File: config.mk
export PLATFORM = sky130hd
export DESIGN_NAME = sogc_front_flat
export DESIGN_NICKNAME = d
export VERILOG_FILES = /design/src/hw/rtl/sogc_pkg.sv /design/src/hw/rtl/sogc_seg_if.sv /design/src/hw/rtl/sogc_front.sv /design/src/flat_wrapper.sv
export SDC_FILE = /design/constraint.sdc
export NUM_CORES = 1
export LEC_CHECK = 0
export BUFFER_PORTS_ARGS = -buffer_cell sky130_fd_sc_hd__buf_4
export CORE_ASPECT_RATIO = 2
export CORE_UTILIZATION = 48
export CTS_CLUSTER_DIAMETER = 40
export DETAILED_ROUTE_END_ITERATION = 8
export PLACE_DENSITY_LB_ADDON = 0.12
export SLEW_MARGIN = 20
export SYNTH_ARGS = -nofsm -noshare
export SYNTH_HDL_FRONTEND = slang
export SYNTH_SLANG_ARGS = --single-unit
File: constraint.sdc
create_clock -name clk -period 6.3 [get_ports clk]
set_clock_uncertainty 0.15 [all_clocks]
set_input_delay 0.945 -clock clk [delete_from_list [all_inputs] [get_ports clk]]
set_output_delay 0.945 -clock clk [all_outputs]
set_load 0.02 [all_outputs]
File: src/hw/rtl/sogc_pkg.sv
`timescale 1ns / 1ps
// Shared constants, types and helper functions of the segment overlap grid counter.
// Depends on nothing; every other file of the block but sogc_ram imports it.
package sogc_pkg;

	localparam int COORD_W   = 10;
	localparam int TOTAL_W   = 21;
	localparam int CNT_W     = 2;
	localparam int GRID_SIZE = 1024;
	localparam int CELLS     = GRID_SIZE * GRID_SIZE;
	localparam int ADDR_W    = $clog2(CELLS);
	localparam int QDEPTH    = 2;
	localparam int QPTR_W    = $clog2(QDEPTH);
	localparam int QCNT_W    = $clog2(QDEPTH + 1);

	typedef logic [COORD_W-1:0] coord_t;
	typedef logic [TOTAL_W-1:0] total_t;
	typedef logic [ADDR_W-1:0]  addr_t;
	typedef logic [CNT_W-1:0]   cnt_t;

	localparam total_t TOTAL_MAX = {TOTAL_W{1'b1}};
	localparam cnt_t   CNT_MAX   = {CNT_W{1'b1}};
	localparam cnt_t   CNT_ONE   = cnt_t'(1);

	// One classified segment: the fixed coordinate and the inclusive run along the other axis.
	typedef struct packed {
		logic   diag;
		logic   vert;
		coord_t fixed;
		coord_t lo;
		coord_t hi;
	} cmd_t;

	// Head of the command queue as the back end sees it.
	typedef struct packed {
		logic valid;
		cmd_t cmd;
	} queue_t;

	// Back end control toward the front end.
	typedef struct packed {
		logic pop;
		logic clearing;
	} back_ctl_t;

	function automatic logic in_grid(input coord_t c);
		return int'(c) < GRID_SIZE;
	endfunction

	function automatic addr_t cell_addr(input coord_t x, input coord_t y);
		return addr_t'(int'(y) * GRID_SIZE + int'(x));
	endfunction

endpackage

File: src/hw/rtl/sogc_seg_if.sv
`timescale 1ns / 1ps
// Valid/ready channel that carries one segment word (two endpoints).
// Depends on sogc_pkg.
interface sogc_seg_if;
	import sogc_pkg::*;

	logic   valid;
	logic   ready;
	coord_t start_x;
	coord_t start_y;
	coord_t end_x;
	coord_t end_y;

	modport source (output valid, output start_x, output start_y, output end_x,
		output end_y, input ready);
	modport sink (input valid, input start_x, input start_y, input end_x,
		input end_y, output ready);
endinterface

File: src/hw/rtl/sogc_front.sv
`timescale 1ns / 1ps
// Front end: accepts segment words, classifies them and queues the commands.
// Depends on sogc_pkg and sogc_seg_if.
module sogc_front (
	input  logic                 clk,
	input  logic                 arst_n,
	sogc_seg_if.sink             seg,
	input  sogc_pkg::back_ctl_t  ctl,
	output sogc_pkg::queue_t     head
);
	import sogc_pkg::*;

	cmd_t              cmd_in;
	cmd_t              mem_q [QDEPTH];
	logic [QPTR_W-1:0] wr_q;
	logic [QPTR_W-1:0] rd_q;
	logic [QCNT_W-1:0] cnt_q;
	logic              push;

	// A segment whose endpoints coincide takes the vertical path with lo equal to hi.
	always_comb begin
		cmd_in = '0;
		if (seg.start_x == seg.end_x) begin
			cmd_in.vert  = 1'b1;
			cmd_in.fixed = seg.start_x;
			cmd_in.lo    = (seg.start_y < seg.end_y) ? seg.start_y : seg.end_y;
			cmd_in.hi    = (seg.start_y < seg.end_y) ? seg.end_y : seg.start_y;
		end else if (seg.start_y == seg.end_y) begin
			cmd_in.fixed = seg.start_y;
			cmd_in.lo    = (seg.start_x < seg.end_x) ? seg.start_x : seg.end_x;
			cmd_in.hi    = (seg.start_x < seg.end_x) ? seg.end_x : seg.start_x;
		end else begin
			cmd_in.diag = 1'b1;
		end
	end

	assign seg.ready  = (cnt_q != QCNT_W'(QDEPTH)) && !ctl.clearing;
	assign push       = seg.valid && seg.ready;
	assign head.valid = (cnt_q != '0);
	assign head.cmd   = mem_q[rd_q];

	always_ff @(posedge clk or negedge arst_n) begin
		if (!arst_n) begin
			wr_q  <= '0;
			rd_q  <= '0;
			cnt_q <= '0;
		end else begin
			if (push) begin
				wr_q <= wr_q + 1'b1;
			end
			if (ctl.pop) begin
				rd_q <= rd_q + 1'b1;
			end
			if (push && !ctl.pop) begin
				cnt_q <= cnt_q + 1'b1;
			end else if (!push && ctl.pop) begin
				cnt_q <= cnt_q - 1'b1;
			end
		end
	end

	always_ff @(posedge clk) begin
		if (push) begin
			mem_q[wr_q] <= cmd_in;
		end
	end
endmodule

File: src/flat_wrapper.sv
// flat-port wrapper written by rule: the top's interface ports become plain ports
module sogc_front_flat import sogc_pkg::*;
  (clk, arst_n, ctl, head, seg_valid, seg_start_x, seg_start_y, seg_end_x, seg_end_y, seg_ready);
  sogc_seg_if seg_i ();
  input  logic clk;
  input  logic arst_n;
  input  sogc_pkg::back_ctl_t ctl;
  output sogc_pkg::queue_t head;
  input wire logic [$bits(seg_i.valid)-1:0] seg_valid;
  input wire logic [$bits(seg_i.start_x)-1:0] seg_start_x;
  input wire logic [$bits(seg_i.start_y)-1:0] seg_start_y;
  input wire logic [$bits(seg_i.end_x)-1:0] seg_end_x;
  input wire logic [$bits(seg_i.end_y)-1:0] seg_end_y;
  output wire logic [$bits(seg_i.ready)-1:0] seg_ready;
  assign seg_i.valid = seg_valid;
  assign seg_i.start_x = seg_start_x;
  assign seg_i.start_y = seg_start_y;
  assign seg_i.end_x = seg_end_x;
  assign seg_i.end_y = seg_end_y;
  assign seg_ready = seg_i.ready;
  sogc_front u_core (.clk(clk), .arst_n(arst_n), .seg(seg_i), .ctl(ctl), .head(head));
endmodule
# Word-level counts from Yosys, hierarchy flattened
# Memory sizes are Yosys's and may differ from the RTL's.
# Index checks and enable logic that the tools add are counted.
# word_totals
register_bits	4
ram_bits	64
input_bits	45
output_inout_bits	34
mem_count	1
# classes
addsub	4
magnitude_cmp	2
eq_ne	3
muxes	13
n_reduce_logical	9
# memory_table
name	depth	word_bits	rd	rd_ports_with_merged_regs	write_ports	line	source
u_core.mem_q	2	32	1	0	1	sogc_front.sv:14	cmd_t mem_q [QDEPTH];
# op_table
operator	n
$mux W30	2
$mux W10	4
$eq A10 B10 Y1	2
$lt A10 B10 Y1	2
$mux W1	5
$logic_and A1 B1 Y1	4
$mux W2	2
$reduce_bool A2 Y1	2
$logic_not A1 Y1	3
$add A1 B1 Y1 const B	2
$add A2 B1 Y2 const B	1
$ne A2 B2 Y1 const B	1
$sub A2 B1 Y2 const B	1

# Depth between registers and ports, before layout
# Gate-level depths: netlist of the first run.
# logic_depth
ltp_word	7
ltp_mapped	9
mapped_depth_nobuf	8

# Worst setup path after synthesis of the first run
# OpenSTA, ideal clock, no wires.
# synth_timing
path_type	input to register
startpoint	in ctl[0] in the netlist's numbering
endpoint	mem u_core.mem_q[0][0] in the netlist's numbering (enable)
setup_time_ns	0.421
t_arrival_ns	2.922
t_required_ns	5.729
slack_ns	2.807
cell_stages	3
path_buffers	0
path_cell_list	a21oi_1 nand2_1 nor2_1
# synth_between
elab_chain_cells	5
# synth_rtl
item	line	source
start, declared	flat_wrapper.sv:7	input sogc_pkg::back_ctl_t ctl;
$logic_not A1 Y1	sogc_front.sv:37	assign seg.ready = (cnt_q != QCNT_W'(QDEPTH)) && !ctl.clearing;
$logic_and A1 B1 Y1	sogc_front.sv:37	
$logic_and A1 B1 Y1	sogc_front.sv:38	assign push = seg.valid && seg.ready;
$mux W1	sogc_front.sv:63	if (push) begin
$mux W1 (implied by the code)	sogc_front.sv:64	mem_q[wr_q] <= cmd_in;
end, declared	sogc_front.sv:14	
# Every way passes these cells.

==> results of run 1 <==
==> layout by cell type (no fill, tap or decap), drive strengths merged <==
| cell | synthesis | routed |
|---|---|---|
| a221o | 1 | 1 |
| nand2 | 7 | 7 |
| nand3 | 1 | 1 |
| and3 | 1 | 1 |
| o21ai | 2 | 2 |
| clkinv | 0 | 2 |
| bufinv | 0 | 2 |
| mux2i | 40 | 40 |
| clkinvlp | 0 | 1 |
| a21o | 2 | 2 |
| inv | 26 | 26 |
| clkbuf | 10 | 11 |
| nor2 | 4 | 4 |
| nor2b | 1 | 1 |
| and4 | 1 | 1 |
| mux2 | 32 | 32 |
| edfxtp | 64 | 64 |
| a21oi | 9 | 9 |
| and2 | 1 | 1 |
| ha | 21 | 21 |
| xor2 | 3 | 3 |
| or2 | 1 | 1 |
| xnor2 | 2 | 2 |
| o21bai | 1 | 1 |
| nor3b | 1 | 1 |
| o22ai | 21 | 21 |
| nor3 | 2 | 2 |
| nand4 | 3 | 3 |
| dfrtp | 4 | 4 |
| buf | 4 | 84 |
| a22o | 9 | 9 |
==> worst register-to-register path: cells and delay by family, from the launching register on <==
| family | cells | cell delay [ps] |
|---|---|---|
| AO/OA/AOI/OAI | 1 | 260 |
| buffers and inverters | 2 | 460 |
| flip-flops | 1 | 410 |
| AND/OR/NAND/NOR | 2 | 260 |
==> report_power, final <==
part           switching, mW  internal (mW)  leakage, nW  total, mW
Clock                  0.177          0.344        0.147      0.522
Sequential            0.0234          0.575        0.592      0.599
Combinational          0.301          0.264         1.24      0.565
==> flip-flops by register name, indices dropped and copies added (netlist names) <==
name,count
u_core.wr_q,1
u_core.cnt_q,2
u_core.rd_q,1
u_core.mem_q,64
==> layout make-up <==
cell class	count	area [sq um]
clock buffer	11	232.7
fill	605	2655
inverter	26	97.59
sequential	68	2022
tap	92	115.1
multi-input combinational	166	1493
timing repair buffer	84	630.6
clock inverter	5	76.32
==> kinds of logic (layout without fill, tap and decap cells) <==
| kind of cell | Yosys count | in the layout | share of synthesized area [%] |
|---|---|---|---|
| buffers and inverters | 40 | 126 | 4.562 |
| AND/OR/NAND/NOR | 23 | 23 | 3.167 |
| flip-flops | 68 | 68 | 55.02 |
| XOR/XNOR | 5 | 5 | 1.192 |
| adder cells (fa/ha/maj) | 21 | 21 | 7.150 |
| AO/OA/AOI/OAI | 45 | 45 | 8.206 |
| multiplexers | 72 | 72 | 20.70 |
==> cells in the mapped netlist <==
library cell,count
a21o_1,2
a21oi_1,8
a21oi_2,1
a221o_1,1
a22o_1,9
and2_1,1
and3_1,1
and4_1,1
buf_2,2
buf_6,2
clkbuf_1,10
dfrtp_1,4
edfxtp_1,64
ha_1,21
inv_1,26
mux2_2,32
mux2i_1,40
nand2_1,7
nand3_1,1
nand4_1,3
nor2_1,4
nor2b_1,1
nor3_1,2
nor3b_1,1
o21ai_0,2
o21bai_1,1
o22ai_1,21
or2_2,1
xnor2_1,2
xor2_1,3
==> metal layers <==
metal	track usage (%)	vias to the layer above	share of wire [%]
li1	-	1202	-
met1	21.24	1205	37
met2	39.11	78	55
met3	5.072	23	4.1
met4	11.63	0	3.3
met5	0	-	0
==> worst paths after layout <==
check	startpoint	end	cells after the start
setup reg to reg	u_core.cnt_q[0]	u_core.mem_q[0][28]	5
min in group clk	u_core.cnt_q[1]	u_core.cnt_q[1]	1
hold / removal	arst_n	u_core.cnt_q[0]	1
max in group asynchronous	arst_n	u_core.rd_q	1
hold reg to reg	u_core.cnt_q[1]	u_core.cnt_q[1]	1
setup / recovery	seg_end_x[4]	u_core.mem_q[1][15]	9
==> stage by stage <==
| stage | util [%] | total power, mW | worst slack, ps | hold slack, ps | instances |
|---|---|---|---|---|---|
| global placement | 59.52 | 1.174 | 2642 | 321.0 | 436 |
| finish | 63.74 | 1.685 | 2913 | 253.8 | 452 |
| floorplan | - | 0.9655 | 2807 | 305.9 | 274 |
| detailed placement | 59.52 | 1.179 | 2580 | 336.2 | 436 |
| global route | 63.74 | 1.754 | 2823 | 244.3 | 452 |
| CTS | 63.74 | 1.704 | 2925 | 243.9 | 452 |
==> flow_metrics.py, run 1 <==
metrics = {
    "timing": {
        "slew_viol_final": 0,
        "rsz0062_at_grt": "no",
        "finalCritPeriodShare_pct": 53.77,
        "worst_slew_pin_slew_ps": 775.1,
        "clock.fmax_mhz": 295.2,
        "hold_viol_final": 0,
        "setup_tns_ps": 0,
        "min_period_ps": 3387,
        "relSlewSlack_pct": 48.20,
        "setup_viol_count_final": 0,
    },
    "placement": {
        "portBuffers": 78,
        "dpl_cell_area_sq_um": 4358,
        "dp_hpwl_um": 5669,
        "place_congestion": 0.8473,
    },
    "run_status": {
        "status": "completed",
    },
    "global_route": {
        "grt_max_degree": 34,
        "grt_pass1_vias": 2569,
        "groute.usage.overall_pct": 21.30,
        "antenna_found_initial": 0,
        "grt_overflow": 0,
        "grt_pass1_wl_um": 12410,
    },
    "worst_setup_path": {
        "required_ps": 6190,
        "setup.worst_path.class": "in2reg",
        "cp_common_cell": "buf_4",
        "crit_path_max_fanout": 11,
        "end_kind": "flop",
        "critPathArrivalTime_ps": 3270,
        "path_cells": "buf_4 > inv_1 > ha_1 > and4_1 > a221o_1 > a21oi_2 > buf_4 > mux2i_1 > o22ai_1",
        "critPathTopFamily": "compound AO/OA/AOI/OAI gates",
        "cpPeakStageDelay_ps": 590,
        "start_kind": "input port",
        "worstPathBufferInverterCount": 3,
        "r2r_slack_ps": 4400,
        "cp_slowest_cell": "a21oi_2",
    },
    "cts": {
        "cts_tree": "built",
        "cts.clk_slew.worst_paths_ps": 50,
        "cts_sinks": 68,
        "root_buffer": "clkbuf_16",
        "clk-insertion-delay-late_ps": 330,
        "cts_resized": 0,
        "post_cts_buffers": 0,
        "clk_path_buf_depth": 2,
        "holdBufCountCts": 0,
        "cts_buffers": 9,
        "htree_levels": 3,
    },
    "finish": {
        "n_antenna_cell": 0,
        "drive_above_1_share_pct": 36.94,
        "nets": 421,
        "area_growth_pct": 27.00,
        "finalInstanceArea_sq_um": 4667,
    },
    "power": {
        "powerDensity_nw_per_um2": 361.1,
        "vdd_drop_max_mv": 0.2826,
        "leakage_nw": 1.975,
    },
    "floorplanning": {
        "num_rows": 44,
        "core_region_area_sq_um": 7322,
        "die-area_sq_um": 8031,
        "die_height_um": 125.7,
        "start_util_pct": 50.19,
        "die_x_um": 63.87,
        "ios": 79,
    },
    "synth": {
        "synth-seq-area-share_pct": 55.02,
        "yosysUniqueCellTypes": 30,
        "synth.area.top_cells": "edfxtp_1 (52%), mux2i_1 (11%), mux2_2 (9.8%)",
        "ys_ff_latch": 68,
        "synth_top_area_cell": "edfxtp_1",
        "synth_top_area_share_pct": 52.30,
        "yosys_warnings": 0,
        "syn_inst": 274,
        "synth.cell_area_sq_um": 3675,
        "avgSynthCellArea_sq_um": 13.41,
        "synth_fp_nets": 340,
    },
    "hold_path": {
        "hold_class": "in2async",
    },
    "run": {
        "cap_violations": 0,
    },
    "detailed_routing": {
        "dr.pass1.iters": 4,
        "dr.first_iter.drc_count": 85,
        "routed_wl_um": 8031,
        "wl_per_cell_um": 17.77,
        "antenna_left": 0,
        "vias": 2508,
        "drc": 0,
        "viasPerCell": 5.549,
    },
}
(Power assumes the default switching activity.)
==> run 2, diff against run 1 <==
--- a/config.mk
+++ b/config.mk
@@ -5,6 +5,7 @@
 export SDC_FILE = /design/constraint.sdc
 export NUM_CORES = 1
 export LEC_CHECK = 0
+export ABC_AREA = 1
 export BUFFER_PORTS_ARGS = -buffer_cell sky130_fd_sc_hd__buf_4
 export CORE_ASPECT_RATIO = 2
 export CORE_UTILIZATION = 48
==> constraint.sdc (replaced) <==
create_clock -name clk -period 3 [get_ports clk]
set_clock_uncertainty 0.15 [all_clocks]
set_input_delay 0.45 -clock clk [delete_from_list [all_inputs] [get_ports clk]]
set_output_delay 0.45 -clock clk [all_outputs]
set_load 0.02 [all_outputs]
==> run 2 against run 1 <==
Net effect: setup slack lost 2400 ps; clock power grew 100%; area after synthesis grew 10%.
==> flow_metrics.py, run 2 <==
metrics = {
    "worst_setup_path": {
        "cpPeakStageDelay_ps": 870,
        "cp_slowest_cell": "nor3_4",
        "required_ps": 3020,
        "end_kind": "flop",
        "r2r_cells": 5,
        "crit_path_max_fanout": 30,
        "critPathArrivalTime_ps": 2560,
        "path_cells": "buf_4 > inv_1 > ha_1 > nand2_1 > nor2_1 > nand2_2 > nor3_4 > nand3_1 > nand2_1",
        "cp_common_cell": "nand2_1",
        "r2r_slack_ps": 1230,
        "setup.worst_path.class": "in2reg",
        "start_kind": "input port",
    },
    "finish": {
        "area_growth_pct": 24.52,
        "layout_commonest_cell": "nand2_1",
        "nets": 572,
        "largest_reg_flops": 64,
        "largestRegisters": "u_core.mem_q: 64 flops, u_core.cnt_q: 2 flops",
        "nFillCells": 759,
        "finalInstanceArea_sq_um": 5051,
        "drive_above_1_share_pct": 27.98,
        "regMostFlops": "u_core.mem_q",
        "final_cell_mix": "nand2_1 (107), buf_4 (90), edfxtp_1 (64)",
        "n_antenna_cell": 0,
    },
    "timing": {
        "rsz0062_at_grt": "no",
        "setup_viol_count_final": 0,
        "worst_slew_pin_slew_ps": 1064,
        "timing.hold.ws_ps": 168.4,
        "min_period_ps": 2533,
        "relSlewSlack_pct": 28.87,
        "slew_viol_final": 0,
        "setup_ws_ps": 466.9,
        "finalCritPeriodShare_pct": 84.44,
        "setup_tns_ps": 0,
        "hold_viol_final": 0,
        "clock.fmax_mhz": 394.8,
    },
    "floorplanning": {
        "die-area_sq_um": 8845,
        "die_height_um": 132.0,
        "ios": 79,
        "num_rows": 47,
        "core_region_area_sq_um": 8233,
        "start_util_pct": 49.27,
        "die_x_um": 67.01,
    },
    "detailed_routing": {
        "dr.first_iter.drc_count": 160,
        "vias": 3326,
        "antenna_left": 0,
        "dr.pass1.iters": 5,
        "viasPerCell": 5.461,
        "wl_per_cell_um": 16.63,
        "drc": 0,
        "routed_wl_um": 10130,
    },
    "global_route": {
        "antenna_found_initial": 0,
        "groute.usage.overall_pct": 24.70,
        "grt_pass1_wl_um": 15640,
        "grt_pass1_vias": 3221,
        "grt_overflow": 0,
        "grt_max_degree": 34,
    },
    "cts": {
        "root_buffer": "clkbuf_16",
        "cts_sinks": 68,
        "cts_tree": "built",
        "cts.clk_slew.worst_paths_ps": 50,
        "htree_levels": 3,
        "cts_buffers": 9,
        "post_cts_buffers": 0,
        "clk_path_buf_depth": 2,
        "clk-insertion-delay-late_ps": 320,
    },
    "synth": {
        "ys_ff_latch": 68,
        "synth.area.top_cells": "edfxtp_1 (47%), nand2_1 (9.9%), mux2_2 (8.9%)",
        "yosysMostFrequentCell": "nand2_1",
        "syn_inst": 430,
        "synth.cell_area_sq_um": 4056,
        "synth_ff_type": "edfxtp_1",
        "yosysUniqueCellTypes": 21,
        "synth-seq-area-share_pct": 49.85,
        "synth_common_cells": "nand2_1 (107), edfxtp_1 (64), inv_1 (61)",
        "synth_fp_nets": 496,
        "yosys_warnings": 0,
        "avgSynthCellArea_sq_um": 9.433,
        "synth_edf_count": 64,
        "synth_async_sr_flop_share_pct": 5.882,
        "synth_top_area_cell": "edfxtp_1",
        "synth_top_area_share_pct": 47.38,
    },
    "hold_path": {
        "hold_class": "in2reg",
        "min_path_cells": 2,
    },
    "placement": {
        "dp_slack_ps": 171.9,
        "dp_hpwl_um": 7794,
        "place_congestion": 0.8899,
        "portBuffers": 78,
        "dpl_cell_area_sq_um": 4733,
    },
    "power": {
        "power_mw": 3.503,
        "vdd_drop_max_mv": 0.3404,
        "leakage_nw": 2.260,
        "powerDensity_nw_per_um2": 693.5,
    },
    "run_status": {
        "status": "completed",
    },
    "run": {
        "cap_violations": 0,
    },
}
## run 2: routing by layer
metal	track usage, %	vias to the layer above	share of wire [%]
li1	-	1626	-
met1	25.60	1538	35
met2	42.06	122	54
met3	3.720	40	3.4
met4	19.27	0	7.0
met5	0	-	0
## run 2: logic make-up (layout without fill, tap and decap cells)
family,count (synthesis),in the layout,share of synthesized area [%]
fa+ha+maj,21,21,6.477
mux,32,32,8.884
compound gates,16,16,1.974
flops,68,68,49.85
buf+inv,87,168,8.760
simple gates,202,202,23.20
xor+xnor,4,4,0.8638
## run 2: final timing paths
| kind | startpoint | endpoint |
|---|---|---|
| max | seg_end_y[5] | u_core.mem_q[0][1] |
| min | ctl[1] | u_core.rd_q |
| max reg2reg | u_core.cnt_q[0] | u_core.mem_q[1][8] |
| min reg2reg | u_core.cnt_q[0] | u_core.cnt_q[0] |
| max in group asynchronous | arst_n | u_core.rd_q |
| min in group asynchronous | arst_n | u_core.wr_q |
## run 2: power breakdown
group	internal, mW	switching, mW
sequential	1.20	0.0368
clock	0.719	0.346
combinational	0.535	0.669
## run 2: area by class of cell
cell class	count	area [sq um]	area share (%)
Clock inverter	6	78.83	1.561
Clock buffer	10	229.0	4.533
Sequential cell	68	2022	40.03
Tap cell	98	122.6	2.428
Inverter	61	229.0	4.533
Multi-Input combinational cell	275	1684	33.34
Timing Repair Buffer	91	685.7	13.57
## run 2: critical path: cells and delay by family
| family | cells | cell delay (ps) |
|---|---|---|
| adder cells (fa/ha/maj) | 1 | 290 |
| AND/OR/NAND/NOR | 6 | 1660 |
| buffers and inverters | 2 | 130 |
## run 2: stage by stage
step / instances / utilization (%)
floorplan: 430 / -
detailed placement: 592 / 57.49
global route: 609 / 61.35
finish: 609 / 61.35
global placement: 592 / 57.49
CTS: 609 / 61.35
## run 2: repair_timing
action | in CTS | in global routing
resized for setup | 0 | 0
endpoints found under the hold margin | 4 | 0
hold buffers | 1 | 0
==> run 3, diff against run 2 <==
--- a/config.mk
+++ b/config.mk
@@ -5,7 +5,7 @@
 export SDC_FILE = /design/constraint.sdc
 export NUM_CORES = 1
 export LEC_CHECK = 0
-export ABC_AREA = 1
+export ABC_AREA = 0
 export BUFFER_PORTS_ARGS = -buffer_cell sky130_fd_sc_hd__buf_4
 export CORE_ASPECT_RATIO = 2
 export CORE_UTILIZATION = 48
==> constraint.sdc (replaced) <==
create_clock -name clk -period 2.2 [get_ports clk]
set_clock_uncertainty 0.15 [all_clocks]
set_input_delay 0.33 -clock clk [delete_from_list [all_inputs] [get_ports clk]]
set_output_delay 0.33 -clock clk [all_outputs]
set_load 0.02 [all_outputs]
==> run 3 against run 2 <==
Net effect: the flow now finishes with violations (setup timing); clock power increased by 11%; die area decreased by 9.2%; non-clock buffer count increased by 46; cell count decreased by 17%; clock-buffer cell count decreased by 1; register-to-register slack got worse by 760 ps; final area increased by 6.7%; critical path type unchanged; critical endpoint is now u_core.mem_q[1][7]; highest routed layer unchanged.
==> flow_metrics.py, run 3 (synthesized netlist as in run 1, its figures left out) <==
metrics = {
    "timing": {
        "min_period_ps": 2247,
        "relSlewSlack_pct": 72.93,
        "rsz0062_at_grt": "yes",
        "slew_viol_final": 0,
        "hold_viol_final": 0,
        "setup_viol_count_final": 14,
        "clock.fmax_mhz": 445.1,
        "timing.hold.ws_ps": 61.90,
        "setup_ws_ps": -46.72,
        "worst_slew_pin_slew_ps": 401.7,
        "finalCritPeriodShare_pct": 102.1,
    },
    "power": {
        "power.share.combinational_pct": 39.0,
        "powerDensity_nw_per_um2": 884.0,
        "seqPwrFrac_pct": 36.3,
        "p_switching_mw": 1.454,
        "vdd_drop_max_mv": 0.5211,
        "p_int_mw": 3.310,
        "p_sw_share_pct": 30.52,
        "pwr-share-clk_pct": 24.8,
        "power_mw": 4.764,
        "leakage_nw": 2.258,
    },
    "worst_setup_path": {
        "cpPeakStageDelay_ps": 420,
        "critPathArrivalTime_ps": 2150,
        "start_kind": "input port",
        "setup.worst_path.class": "in2reg",
        "crit_path_start": "seg_start_x[4]",
        "path_cells": "buf_8 > ha_4 > a21oi_2 > nand2_1 > a221o_1 > a21oi_4 > buf_12 > buf_12 > mux2i_2 > o22ai_2",
        "crit_path_max_fanout": 5,
        "rr_endpoint": "u_core.cnt_q[1]",
        "worstReg2RegStart": "u_core.cnt_q[0]",
        "r2r_cells": 7,
        "r2r_slack_ps": 470,
        "cp_common_cell": "buf_12",
        "cp_slowest_cell": "a221o_1",
        "required_ps": 2110,
        "end_kind": "flop",
    },
    "detailed_routing": {
        "viasPerCell": 5.395,
        "vias": 2719,
        "wl_per_cell_um": 17.01,
        "dr.first_iter.drc_count": 88,
        "antenna_left": 0,
        "routed_wl_um": 8571,
        "drc": 0,
        "dr.pass1.iters": 4,
    },
    "floorplanning": {
        "start_util_pct": 50.19,
        "core_region_area_sq_um": 7322,
        "num_rows": 44,
        "die_height_um": 125.7,
        "die_x_um": 63.87,
        "die-area_sq_um": 8031,
        "ios": 79,
    },
    "finish": {
        "largestRegisters": "u_core.mem_q: 64 flops, u_core.cnt_q: 2 flops",
        "n_antenna_cell": 0,
        "layout.cells.non_filler": 504,
        "nets": 474,
        "post-route-util_pct": 73.60,
        "final_cell_mix": "buf_4 (119), edfxtp_1 (64), mux2_2 (32)",
        "multi_input_area_sq_um": 1709,
        "regMostFlops": "u_core.mem_q",
        "layout_commonest_cell": "buf_4",
        "seqCellArea_sq_um": 2022,
        "largest_reg_flops": 64,
        "drive_above_1_share_pct": 52.18,
        "nFillCells": 517,
        "area_growth_pct": 46.65,
    },
    "hold_path": {
        "min_path_cells": 2,
        "hold_end": "u_core.rd_q",
        "min_from": "ctl[1]",
        "hold_class": "in2reg",
    },
    "placement": {
        "portBuffers": 78,
        "dp_cells": 484,
        "dp_hpwl_um": 6134,
        "place_congestion": 0.7717,
    },
    "cts": {
        "clk_path_buf_depth": 2,
        "clk-insertion-delay-late_ps": 320,
        "root_buffer": "clkbuf_16",
        "cts_tree": "built",
        "cts_buffers": 9,
        "cts_sinks": 68,
        "cts.clk_slew.worst_paths_ps": 50,
        "htree_levels": 3,
    },
    "run": {
        "cap_violations": 0,
    },
    "global_route": {
        "grt_max_degree": 34,
        "grt_overflow": 0,
        "grt_pass1_wl_um": 13420,
        "groute.usage.overall_pct": 22.41,
        "grt_pass1_vias": 2803,
        "antenna_found_initial": 0,
    },
    "run_status": {
        "violations": "setup timing",
        "status": "complete, but fails checks",
    },
}
==> run 3: changes by cell type in the layout (fill, tap and decap cells not counted), sizes merged, moves of 4 or more <==
cell	before	now
o22ai	0	21
buf	90	135
a21oi	5	9
nand3	44	1
mux2i	0	40
a22o	0	9
nor2	9	4
inv	61	26
nand2	108	7
nand4	40	3
o21ai	11	2
==> run 3: worst max-delay path by stage <==
| stage | endpoint | slack (ps) | cells after the start |
|---|---|---|---|
| floorplan | u_core.mem_q[0][2] | 7 | 8 |
| global placement | u_core.mem_q[0][19] | -360 | 10 |
| detailed placement | u_core.mem_q[0][19] | -420 | 10 |
| CTS | u_core.mem_q[1][19] | -20 | 9 |
| global route | u_core.mem_q[1][7] | -90 | 10 |
| finish | u_core.mem_q[1][7] | -50 | 10 |
==> run 3: area by class of cell <==
cell class                      count  area share [%]
Clock buffer                        9           4.179
Tap cell                           92           2.136
Clock inverter                      6          0.4179
Sequential cell                    68           37.52
Inverter                           26           1.857
Timing Repair Buffer              137           22.17
Multi-Input combinational cell    166           31.72
==> run 3: critical path: cells and delay by family <==
kind | cells | cell delay [ps]
buffers and inverters | 3 | 380
AO/OA/AOI/OAI | 4 | 860
multiplexers | 1 | 250
AND/OR/NAND/NOR | 1 | 90
adder cells (fa/ha/maj) | 1 | 240
==> run 3: timing repair <==
action	4_1_cts	5_1_grt
buffers inserted	3	1
endpoints found under the setup margin	28	40
hold endpoints to repair	4	0
pin swaps	10	11
gates resized for setup	23	33
gates cloned	2	1
hold buffers	1	0
==> run 3: per-layer routing <==
layer,wire length (um),share of wire (%),vias up,track usage (%)
li1,-,-,1308,-
met1,3198,37,1332,23.52
met2,4942,58,64,41.99
met3,247,2.9,15,3.714
met4,182,2.1,0,10.29
met5,0,0,-,0
==> run 3: power by group through the flow <==
stage | logic (mW) | clock network, mW | registers (mW)
after CTS | 1.83 | 1.20 | 1.73
after global routing | 1.97 | 1.25 | 1.75
after detailed placement | 1.75 | 0 | 1.75
after floorplan | 1.05 | 0 | 1.72
final | 1.86 | 1.18 | 1.73
after global placement | 1.74 | 0 | 1.74
==> run 3: stage by stage <==
stage / instance area (sq um) / TNS, ps / setup slack (ps)
3_5_place_dp: 4812 / -16820 / -415.5
3_3_place_gp: 4812 / -15180 / -356.1
2_1_floorplan: 3684 / 0 / 7.024
5_1_grt: 5389 / -1651 / -94.98
4_1_cts: 5256 / -239.0 / -19.56
6_report: 5389 / -256.9 / -46.72
